<file path="src/rtl/vsd_pkg.sv">
// Shared types, format codes and step tables for the voice sample decoder.
package vsd_pkg;

  localparam logic [1:0] FMT_U8    = 2'd0;
  localparam logic [1:0] FMT_S8    = 2'd1;
  localparam logic [1:0] FMT_W16   = 2'd2;
  localparam logic [1:0] FMT_ADPCM = 2'd3;

  localparam logic [7:0] PRED_RESET = 8'd128;
  localparam logic [5:0] STEP_MAX   = 6'd48;

  localparam logic signed [7:0] SCALE_TAB [64] = '{
    8'sd0,  8'sd1,  8'sd2,  8'sd3,  8'sd4,  8'sd5,  8'sd6,  8'sd7,
    8'sd0,  -8'sd1, -8'sd2, -8'sd3, -8'sd4, -8'sd5, -8'sd6, -8'sd7,
    8'sd1,  8'sd3,  8'sd5,  8'sd7,  8'sd9,  8'sd11, 8'sd13, 8'sd15,
    -8'sd1, -8'sd3, -8'sd5, -8'sd7, -8'sd9, -8'sd11, -8'sd13, -8'sd15,
    8'sd2,  8'sd6,  8'sd10, 8'sd14, 8'sd18, 8'sd22, 8'sd26, 8'sd30,
    -8'sd2, -8'sd6, -8'sd10, -8'sd14, -8'sd18, -8'sd22, -8'sd26, -8'sd30,
    8'sd4,  8'sd12, 8'sd20, 8'sd28, 8'sd36, 8'sd44, 8'sd52, 8'sd60,
    -8'sd4, -8'sd12, -8'sd20, -8'sd28, -8'sd36, -8'sd44, -8'sd52, -8'sd60
  };

  localparam logic signed [7:0] ADJUST_TAB [64] = '{
    8'sd0,   8'sd0, 8'sd0, 8'sd0, 8'sd0, 8'sd16, 8'sd16, 8'sd16,
    8'sd0,   8'sd0, 8'sd0, 8'sd0, 8'sd0, 8'sd16, 8'sd16, 8'sd16,
    -8'sd16, 8'sd0, 8'sd0, 8'sd0, 8'sd0, 8'sd16, 8'sd16, 8'sd16,
    -8'sd16, 8'sd0, 8'sd0, 8'sd0, 8'sd0, 8'sd16, 8'sd16, 8'sd16,
    -8'sd16, 8'sd0, 8'sd0, 8'sd0, 8'sd0, 8'sd16, 8'sd16, 8'sd16,
    -8'sd16, 8'sd0, 8'sd0, 8'sd0, 8'sd0, 8'sd16, 8'sd16, 8'sd16,
    -8'sd16, 8'sd0, 8'sd0, 8'sd0, 8'sd0, 8'sd0,  8'sd0,  8'sd0,
    -8'sd16, 8'sd0, 8'sd0, 8'sd0, 8'sd0, 8'sd0,  8'sd0,  8'sd0
  };

  typedef struct packed {
    logic go;      // held item is processed this cycle
    logic second;  // low nibble pass of an ADPCM byte
  } step_req_t;

  typedef struct packed {
    logic       emit;   // a sample is produced
    logic       done;   // held item is finished
    logic [7:0] sample;
    logic       last;
  } step_res_t;

endpackage

</file>
<file path="src/rtl/vsd_nibble.sv">
// One ADPCM nibble: table lookup and clamped predictor and step update.
module vsd_nibble (
  input  logic [3:0] nib,
  input  logic [7:0] pred,
  input  logic [5:0] step,
  output logic [7:0] pred_next,
  output logic [5:0] step_next
);

  logic [6:0]        idx_sum;
  logic [5:0]        idx;
  logic signed [8:0] st_sum;
  logic signed [9:0] pr_sum;

  always_comb begin
    idx_sum = {3'b000, nib} + {1'b0, step};
    idx = idx_sum[6] ? 6'd63 : idx_sum[5:0];
    st_sum = $signed({3'b000, step}) + 9'(vsd_pkg::ADJUST_TAB[idx]);
    pr_sum = $signed({2'b00, pred}) + 10'(vsd_pkg::SCALE_TAB[idx]);
    if (st_sum < 0) begin
      step_next = 6'd0;
    end else if (st_sum > $signed({3'b000, vsd_pkg::STEP_MAX})) begin
      step_next = vsd_pkg::STEP_MAX;
    end else begin
      step_next = st_sum[5:0];
    end
    if (pr_sum < 0) begin
      pred_next = 8'd0;
    end else if (pr_sum > 10'sd255) begin
      pred_next = 8'd255;
    end else begin
      pred_next = pr_sum[7:0];
    end
  end

endmodule

</file>
<file path="src/rtl/vsd_decode.sv">
// Decoder state and per-cycle sample generation for all four formats.
module vsd_decode (
  input  logic                clk,
  input  logic                rst,
  input  logic [1:0]          fmt,
  input  logic [7:0]          byte_in,
  input  logic                start,
  input  vsd_pkg::step_req_t  req,
  output vsd_pkg::step_res_t  res
);

  logic [7:0] predictor, predictor_next;
  logic [5:0] step_index, step_index_next;
  logic       header_pending, header_pending_next;
  logic       byte_phase, byte_phase_next;

  logic       hp_eff, bp_eff;
  logic [3:0] nib;
  logic [7:0] nib_pred;
  logic [5:0] nib_step;

  assign hp_eff = (start && !req.second) ? 1'b1 : header_pending;
  assign bp_eff = (start && !req.second) ? 1'b0 : byte_phase;
  assign nib    = req.second ? byte_in[3:0] : byte_in[7:4];

  vsd_nibble u_nibble (
    .nib       (nib),
    .pred      (predictor),
    .step      (step_index),
    .pred_next (nib_pred),
    .step_next (nib_step)
  );

  always_comb begin
    predictor_next      = predictor;
    step_index_next     = step_index;
    header_pending_next = hp_eff;
    byte_phase_next     = bp_eff;
    res.emit   = 1'b1;
    res.done   = 1'b1;
    res.sample = byte_in;
    res.last   = 1'b1;
    unique case (fmt)
      vsd_pkg::FMT_U8: begin
        res.sample = byte_in ^ 8'h80;
      end
      vsd_pkg::FMT_S8: begin
        res.sample = byte_in;
      end
      vsd_pkg::FMT_W16: begin
        res.emit        = bp_eff;
        byte_phase_next = !bp_eff;
      end
      vsd_pkg::FMT_ADPCM: begin
        if (hp_eff && !req.second) begin
          res.emit            = 1'b0;
          predictor_next      = byte_in;
          step_index_next     = 6'd0;
          header_pending_next = 1'b0;
        end else begin
          predictor_next  = nib_pred;
          step_index_next = nib_step;
          res.sample      = nib_pred ^ 8'h80;
          res.last        = req.second;
          res.done        = req.second;
        end
      end
    endcase
  end

  always_ff @(posedge clk) begin
    if (rst) begin
      predictor      <= vsd_pkg::PRED_RESET;
      step_index     <= 6'd0;
      header_pending <= 1'b1;
      byte_phase     <= 1'b0;
    end else if (req.go) begin
      predictor      <= predictor_next;
      step_index     <= step_index_next;
      header_pending <= header_pending_next;
      byte_phase     <= byte_phase_next;
    end
  end

`ifndef SYNTHESIS
  a_step_range: assert property (@(posedge clk) disable iff (rst)
    step_index <= vsd_pkg::STEP_MAX)
    else $error("step index above limit");
  a_header_no_sample: assert property (@(posedge clk) disable iff (rst)
    req.go && fmt == vsd_pkg::FMT_ADPCM && hp_eff && !req.second |-> !res.emit)
    else $error("header byte produced a sample");
  a_header_loads: assert property (@(posedge clk) disable iff (rst)
    req.go && fmt == vsd_pkg::FMT_ADPCM && hp_eff && !req.second
    |=> predictor == $past(byte_in) && step_index == 6'd0 && !header_pending)
    else $error("header byte did not load predictor");
`endif

endmodule

</file>
<file path="src/rtl/voice_sample_decoder.sv">
// Top level: input holding register, format register and result register.
//
//   channel | signals                                     | dir
//   input   | in_valid, in_ready, data_byte, start_of_sound | in
//   result  | out_valid, out_ready, sample_out, last_in_run | out
//   config  | cfg_we, cfg_data (sample_format)            | in
//
// ADPCM data bytes pass twice (one pass per nibble, since the result
// register takes one sample a cycle unless out_ready stalls it); every
// other byte passes once. A sample is loaded from the held item into the
// result register when it can take one; the second ADPCM sample follows.
// Reset sets format 0, predictor 128, step 0 and a pending header.
// A stalled result register holds the item in the input register.
module voice_sample_decoder (
  input  logic              clk,
  input  logic              rst,
  input  logic              cfg_we,
  input  logic [1:0]        cfg_data,
  input  logic              in_valid,
  output logic              in_ready,
  input  logic [7:0]        data_byte,
  input  logic              start_of_sound,
  output logic              out_valid,
  input  logic              out_ready,
  output logic signed [7:0] sample_out,
  output logic              last_in_run
);

  logic [1:0] sample_format;
  logic       in_full;
  logic [7:0] in_byte;
  logic       in_start;
  logic       nib_phase;

  vsd_pkg::step_req_t req;
  vsd_pkg::step_res_t res;

  assign req.go     = in_full && (!out_valid || out_ready);
  assign req.second = nib_phase;
  assign in_ready   = !in_full || (req.go && res.done);

  vsd_decode u_decode (
    .clk     (clk),
    .rst     (rst),
    .fmt     (sample_format),
    .byte_in (in_byte),
    .start   (in_start),
    .req     (req),
    .res     (res)
  );

  always_ff @(posedge clk) begin
    if (rst) begin
      sample_format <= vsd_pkg::FMT_U8;
    end else if (cfg_we) begin
      sample_format <= cfg_data;
    end
  end

  always_ff @(posedge clk) begin
    if (rst) begin
      in_full   <= 1'b0;
      nib_phase <= 1'b0;
    end else begin
      if (in_valid && in_ready) begin
        in_full <= 1'b1;
      end else if (req.go && res.done) begin
        in_full <= 1'b0;
      end
      if (req.go) begin
        nib_phase <= !res.done;
      end
    end
  end

  always_ff @(posedge clk) begin
    if (in_valid && in_ready) begin
      in_byte  <= data_byte;
      in_start <= start_of_sound;
    end
  end

  always_ff @(posedge clk) begin
    if (rst) begin
      out_valid <= 1'b0;
    end else if (req.go && res.emit) begin
      out_valid <= 1'b1;
    end else if (out_ready) begin
      out_valid <= 1'b0;
    end
  end

  always_ff @(posedge clk) begin
    if (req.go && res.emit) begin
      sample_out  <= $signed(res.sample);
      last_in_run <= res.last;
    end
  end

`ifndef SYNTHESIS
  a_phase_needs_item: assert property (@(posedge clk) disable iff (rst)
    nib_phase |-> in_full)
    else $error("nibble phase set with no item held");
  a_first_half_follows: assert property (@(posedge clk) disable iff (rst)
    req.go && !res.done |=> nib_phase && in_full)
    else $error("second nibble pass lost");
  a_second_half_ends: assert property (@(posedge clk) disable iff (rst)
    nib_phase && req.go |-> res.done && res.emit && res.last)
    else $error("second nibble pass did not finish the item");
  a_emit_loads: assert property (@(posedge clk) disable iff (rst)
    req.go && res.emit |=> out_valid)
    else $error("sample not loaded into result register");
`endif

endmodule

</file>
<file path="config.mk">
export PLATFORM = sky130hd
export DESIGN_NAME = voice_sample_decoder
export DESIGN_NICKNAME = d
export VERILOG_FILES = /design/src/rtl/vsd_pkg.sv /design/src/rtl/vsd_nibble.sv /design/src/rtl/vsd_decode.sv /design/src/rtl/voice_sample_decoder.sv
export SDC_FILE = /design/constraint.sdc
export NUM_CORES = 1
export LEC_CHECK = 0
export ABC_AREA = 1
export BUFFER_PORTS_ARGS = -buffer_cell sky130_fd_sc_hd__buf_2
export CAP_MARGIN = 30
export CORE_AREA = 3 3 84 86
export DETAILED_ROUTE_END_ITERATION = 12
export DIE_AREA = 0 0 87 89
export GPL_TIMING_DRIVEN = 0
export PLACE_DENSITY = 0.61
export SLEW_MARGIN = 20
export SYNTH_ARGS = -nofsm -noshare
export SYNTH_HDL_FRONTEND = slang
export SYNTH_SLANG_ARGS = --single-unit
</file>
<file path="constraint.sdc">
create_clock -name clk -period 8.9 [get_ports clk]
set_clock_uncertainty 0.1 [all_clocks]
set_input_delay 2.67 -clock clk [delete_from_list [all_inputs] [get_ports clk]]
set_output_delay 2.67 -clock clk [all_outputs]
set_load 0.05 [all_outputs]
</file>
# After elaboration in Yosys (flattened, before gate mapping)
# Memories as Yosys holds them, arrays and structs flattened.
# Index checks and enable logic that the tools add are counted.
# totals
regBits	39
wordCells	72
output_inout_bits	11
input_bits	16
romBits	1024
memories	2
# classes
n_addsub	3
n_eq_ne	2
n_bitwise	4
muxes	26
n_reduce_logical	18
n_lt_le_gt_ge	5
# mem_list
name	depth	width	rd	rd_ports_with_merged_regs	wr	line_no	text
(name not given)	64	8	1	0	0	vsd_nibble.sv:19	pr_sum = $signed({2'b00, pred}) + 10'(vsd_pkg::SCALE_TAB[idx]);
(name not given)	64	8	1	0	0	vsd_nibble.sv:18	st_sum = $signed({3'b000, step}) + 9'(vsd_pkg::ADJUST_TAB[idx]);
# op_table
op	n
two-way mux 8 bit	7
two-way mux 6 bit	4
case mux 8 bit (2 select lines)	1
two-way mux 1 bit	11
adder 9 x 8 -> 10 bit	1
greater-than comparator 10 x 9 -> 1 bit (second input constant)	1
< comparator 10 x 1 -> 1 bit (second input constant)	1
two-way mux 10 bit	1
adder 7 x 8 -> 9 bit	1
greater-than comparator 9 x 7 -> 1 bit (second input constant)	1
< comparator 9 x 1 -> 1 bit (second input constant)	1
adder 4 x 6 -> 7 bit	1
greater-or-equal comparator 7 bit (second input constant)	1
NOT 6 -> 7 bit	1
logical AND 1 bit	6
zero test 1 bit	5
equality test 2 bit (second input constant)	2
two-way mux 4 bit	1
nonzero test 2 bit	2
NOT 1 bit	3
zero test 2 bit	1
logical OR 1 bit	2
case mux 1 bit (2 select lines)	1
AND reduction 2 bit	1
OR reduction 2 bit	1

# Longest topological paths before layout
# depth
ltp_word	18
mapped_depth	28
mapped_depth_nobuf	28

# Hierarchy
# Synthesis repeated with hierarchy kept, for this count alone.
# unflattened
hier_cells	415
area_unflattened_um2	3096.7
# modules_own_cells
mod	area_each_um2	cells_per_inst	n_inst	seq_area_each_um2
vsd_nibble	1281.2	204	1	0.0
vsd_decode	1053.5	160	1	320.3
voice_sample_decoder	762.0	51	1	640.6

# Least setup slack after synthesis
# No wires, ideal clock.
# synth_timing
path_kind	input-to-output
start	input port out_ready
end	output port in_ready
path_slack_ns	2.734
required_ns	6.130
n_path_buf	0
arrival_ns	3.396
cell_stages	6
path_cell_list	inv_1 nand2_1 nand2_1 inv_1 nand2_1 nand2_1
# synth_via
elab_chain_len	4
# synth_rtl
item	line_no	text
from (decl)	voice_sample_decoder.sv:24	input logic out_ready,
logical OR 1 bit	voice_sample_decoder.sv:38	assign req.go = in_full && (!out_valid || out_ready);
logical AND 1 bit	voice_sample_decoder.sv:38	
logical AND 1 bit	voice_sample_decoder.sv:40	assign in_ready = !in_full || (req.go && res.done);
logical OR 1 bit	voice_sample_decoder.sv:40	
to (decl)	voice_sample_decoder.sv:20	output logic in_ready,
# Every way passes these cells.

# Worst setup path in the final report
# Ends and elaborated chain as after synthesis.

==> impl_metrics.toml <==
[routing]
num_vias = 2161
wl_um = 5280
wl_per_cell_um = 11.7
ant_nets = 0
drc = 0
dr.pass1.iters = 4
routed_via_density = 4.79
drt_iter0_drc = 95

[setup_path]
cp_slowest_cell = "buf_2"
startpoint = "out_ready"
critPathMaxFanout = 6
reg2reg_from = "nib_phase$_SDFFE_PP0P_"
critPathTopFamily = "buffers and inverters"
crit_buf_inv = 4
critPathCaptureType = "output pin"
crit_path_start_kind = "input port"
crit_required_ps = 6130
path_class = "input port to output pin"
arrival_ps = 3540
path_depth = 8
crit_chain = "buf_2, inv_1, nand2_1, nand2_1, inv_1, nand2_1, nand2_1, buf_2"
slowest_delay_ps = 260
path_common_cell = "nand2_1"
reg2reg_depth = 25

[layout]
mostFrequentLayoutCells = "nand2_1, inv_1, buf_2"
drive_gt1_share_pct = 17.4
layout_commonest_cell = "nand2_1"
syn_to_final_growth_pct = 12.7
diodes = 0
nNetsFinal = 411
final_cells = 451

[die]
dieWidth_um = 87
fp.coreArea_um2 = 6350
io_pins = 27
die_area_um2 = 7740
start_util_pct = 39.5
rows = 29
dieHeight_um = 89

[placement]
post-dp-hpwl_um = 4260
placed_cells = 442
gp_congestion = 0.817
numPortBuffers = 26

[min_path]
hold_class = "register to register"
holdPathStages = 2
holdCritStartpoint = "u_decode.byte_phase$_SDFFE_PP0P_"

[grt]
grt_pass1_vias = 2112
grt_max_degree = 12
grt.total_usage_pct = 15.5
grt_pass1_wl_um = 9410
antenna_found_initial = 0
grt_overflow = 0

[clock_network]
hold_buffers = 0
ctsResizeCount = 0
cts.path.max_buffers = 2
cts_buffers = 5
path_clk_slew_ps = 70
tritoncts = "built"
cts_setup_buffers = 0
clockRootBuffer = "clkbuf_8"
cts.sinks = 35
cts_htree_levels = 2
clock_latency_ps = 280

[timing]
max_slew_margin_pct = 65.1
finalCriticalPeriod_ps = 6310
max_freq_ghz = 0.158
maxSlewViolCount = 0
finalHoldViolations = 0
period_share_pct = 70.9
rsz0062_at_grt = "false"
setup_viol = 0
setup_tns_ps = 0
tightest_slew_ps = 521

[pwr]
switching_share_pct = 34.9
pwr-share-comb_pct = 29.9
ir_drop_uv = 91.1
p_sw_mw = 0.148
p_clk_share_pct = 26.6
power.density_nw_per_um2 = 150
power_frac_seq_pct = 43.6
p_leak_nw = 1.43
finalPower_mw = 0.425
intPower_mw = 0.277

[run]
drv_cap = 0

[yosys]
yosys.cell_types.count = 32
muxShareOfSynthArea_pct = 0
ys_warn_count = 0
synth_fa_ha_area_share_pct = 11.6
yosys.area_share.simple_pct = 31.0
netlist_instances = 339
synth-xor-area-share_pct = 2.79
syn_nets = 377
postSynthAreaPerCell_um2 = 7.40
synthesis.area_um2 = 2510
ys_seq_area_share_pct = 35.1
synth.ff_latch_count = 35
synth_compound_area_share_pct = 11.9
synth_top_family_by_area = "simple AND/OR/NAND/NOR gates"

[status]
status = "completed"
worst register-to-register path: stages (launching register included):
cell     delay (ps)
dfxtp_1         480
inv_2           140
nand2_1          80
nand2_1          70
ha_1            320
nor2_1          200
ha_1            170
inv_1            60
nor2_2          150
nand2_1         110
a31oi_1         180
a31oi_1          70
ha_1            360
nand2_1          90
nand2_1          70
nand3_1          70
nand2_1          70
nand2_1          60
nand2_1          50
nor2_1          260
or2_2           180
nand3_2         150
nand2_1         100
nand2_1         100
nand2_1          90
a21oi_1          60
flip-flops by register name, summed over array words and instances (netlist names), 2 cells and up:
register and cells:
u_decode.step_index 2, sample_format 2, sample_out 8, u_decode.predictor 8, in_byte 8
power by group through the flow:
stage               Sequential, mW  Combinational (mW)  Clock, mW
floorplan                    0.199              0.0897          0
detailed placement           0.189               0.126          0
CTS                          0.186               0.127      0.116
global placement             0.189               0.126          0
global route                 0.187               0.148      0.125
finish                       0.185               0.127      0.113
cell usage after synthesis (all sizes together):
| library cell | count | area (um^2) |
|---|---|---|
| a21boi | 1 | 7.51 |
| dfxtp | 17 | 340 |
| conb | 1 | 3.75 |
| nor3 | 1 | 5.00 |
| a31oi | 3 | 18.8 |
| nand3b | 2 | 15.0 |
| xor2 | 5 | 43.8 |
| nand3 | 18 | 100 |
| clkbuf | 3 | 11.3 |
| o21ai | 13 | 68.8 |
| inv | 45 | 169 |
| or2 | 2 | 12.5 |
| fa | 2 | 40.0 |
| xnor2 | 3 | 26.3 |
| ha | 20 | 250 |
| edfxtp | 18 | 541 |
| o21a | 7 | 52.6 |
| nand4 | 2 | 18.8 |
| buf | 2 | 10.0 |
| nand2 | 125 | 522 |
| a21oi | 27 | 135 |
| o31ai | 2 | 15.0 |
| nor2 | 20 | 104 |
kinds of logic after synthesis:
logic type | Yosys count
other | 1
flip-flops | 35
adder cells (fa/ha/maj) | 22
buffers and inverters | 50
AO/OA/AOI/OAI | 53
AND/OR/NAND/NOR | 170
XOR/XNOR | 8
through the flow:
step | area, um^2 | worst slack [ps] | hold WS, ps | util (%)
after floorplan | 2510 | 2730 | 337 | -
after global placement | 2740 | 2580 | 361 | 43.1
after detailed placement | 2740 | 2580 | 375 | 43.1
after CTS | 2820 | 2580 | 396 | 44.4
after global routing | 2830 | 2500 | 413 | 44.6
final | 2830 | 2590 | 389 | 44.6
final timing paths:
check,to,slack (ps)
hold / removal,u_decode.byte_phase$_SDFFE_PP0P_,390
setup reg to reg,sample_out[7]$_DFFE_PP_,4850
hold reg to reg,u_decode.byte_phase$_SDFFE_PP0P_,390
setup / recovery,in_ready,2590
metal layers:
| metal | routed length [um] | track usage [%] | vias up | share of wire (%) |
|---|---|---|---|---|
| met5 | 0 | 0 | - | 0 |
| met2 | 2530 | 26.4 | 36 | 48 |
| li1 | - | - | 1149 | - |
| met1 | 2510 | 20.0 | 969 | 48 |
| met3 | 174 | 3.04 | 7 | 3.3 |
| met4 | 68 | 4.39 | 0 | 1.3 |
final cells by class:
| type | count | area (um^2) |
|---|---|---|
| plain buffers | 5 | 21.3 |
| clock buffers | 6 | 72.6 |
| clock inverters | 2 | 12.5 |
| fillers | 655 | 3520 |
| inverters | 45 | 169 |
| multi-input cells | 254 | 1440 |
| flip-flops and latches | 35 | 881 |
| well taps | 77 | 96.3 |
| repair buffers | 27 | 138 |
No activity file was read; power rests on OpenSTA's default activity.
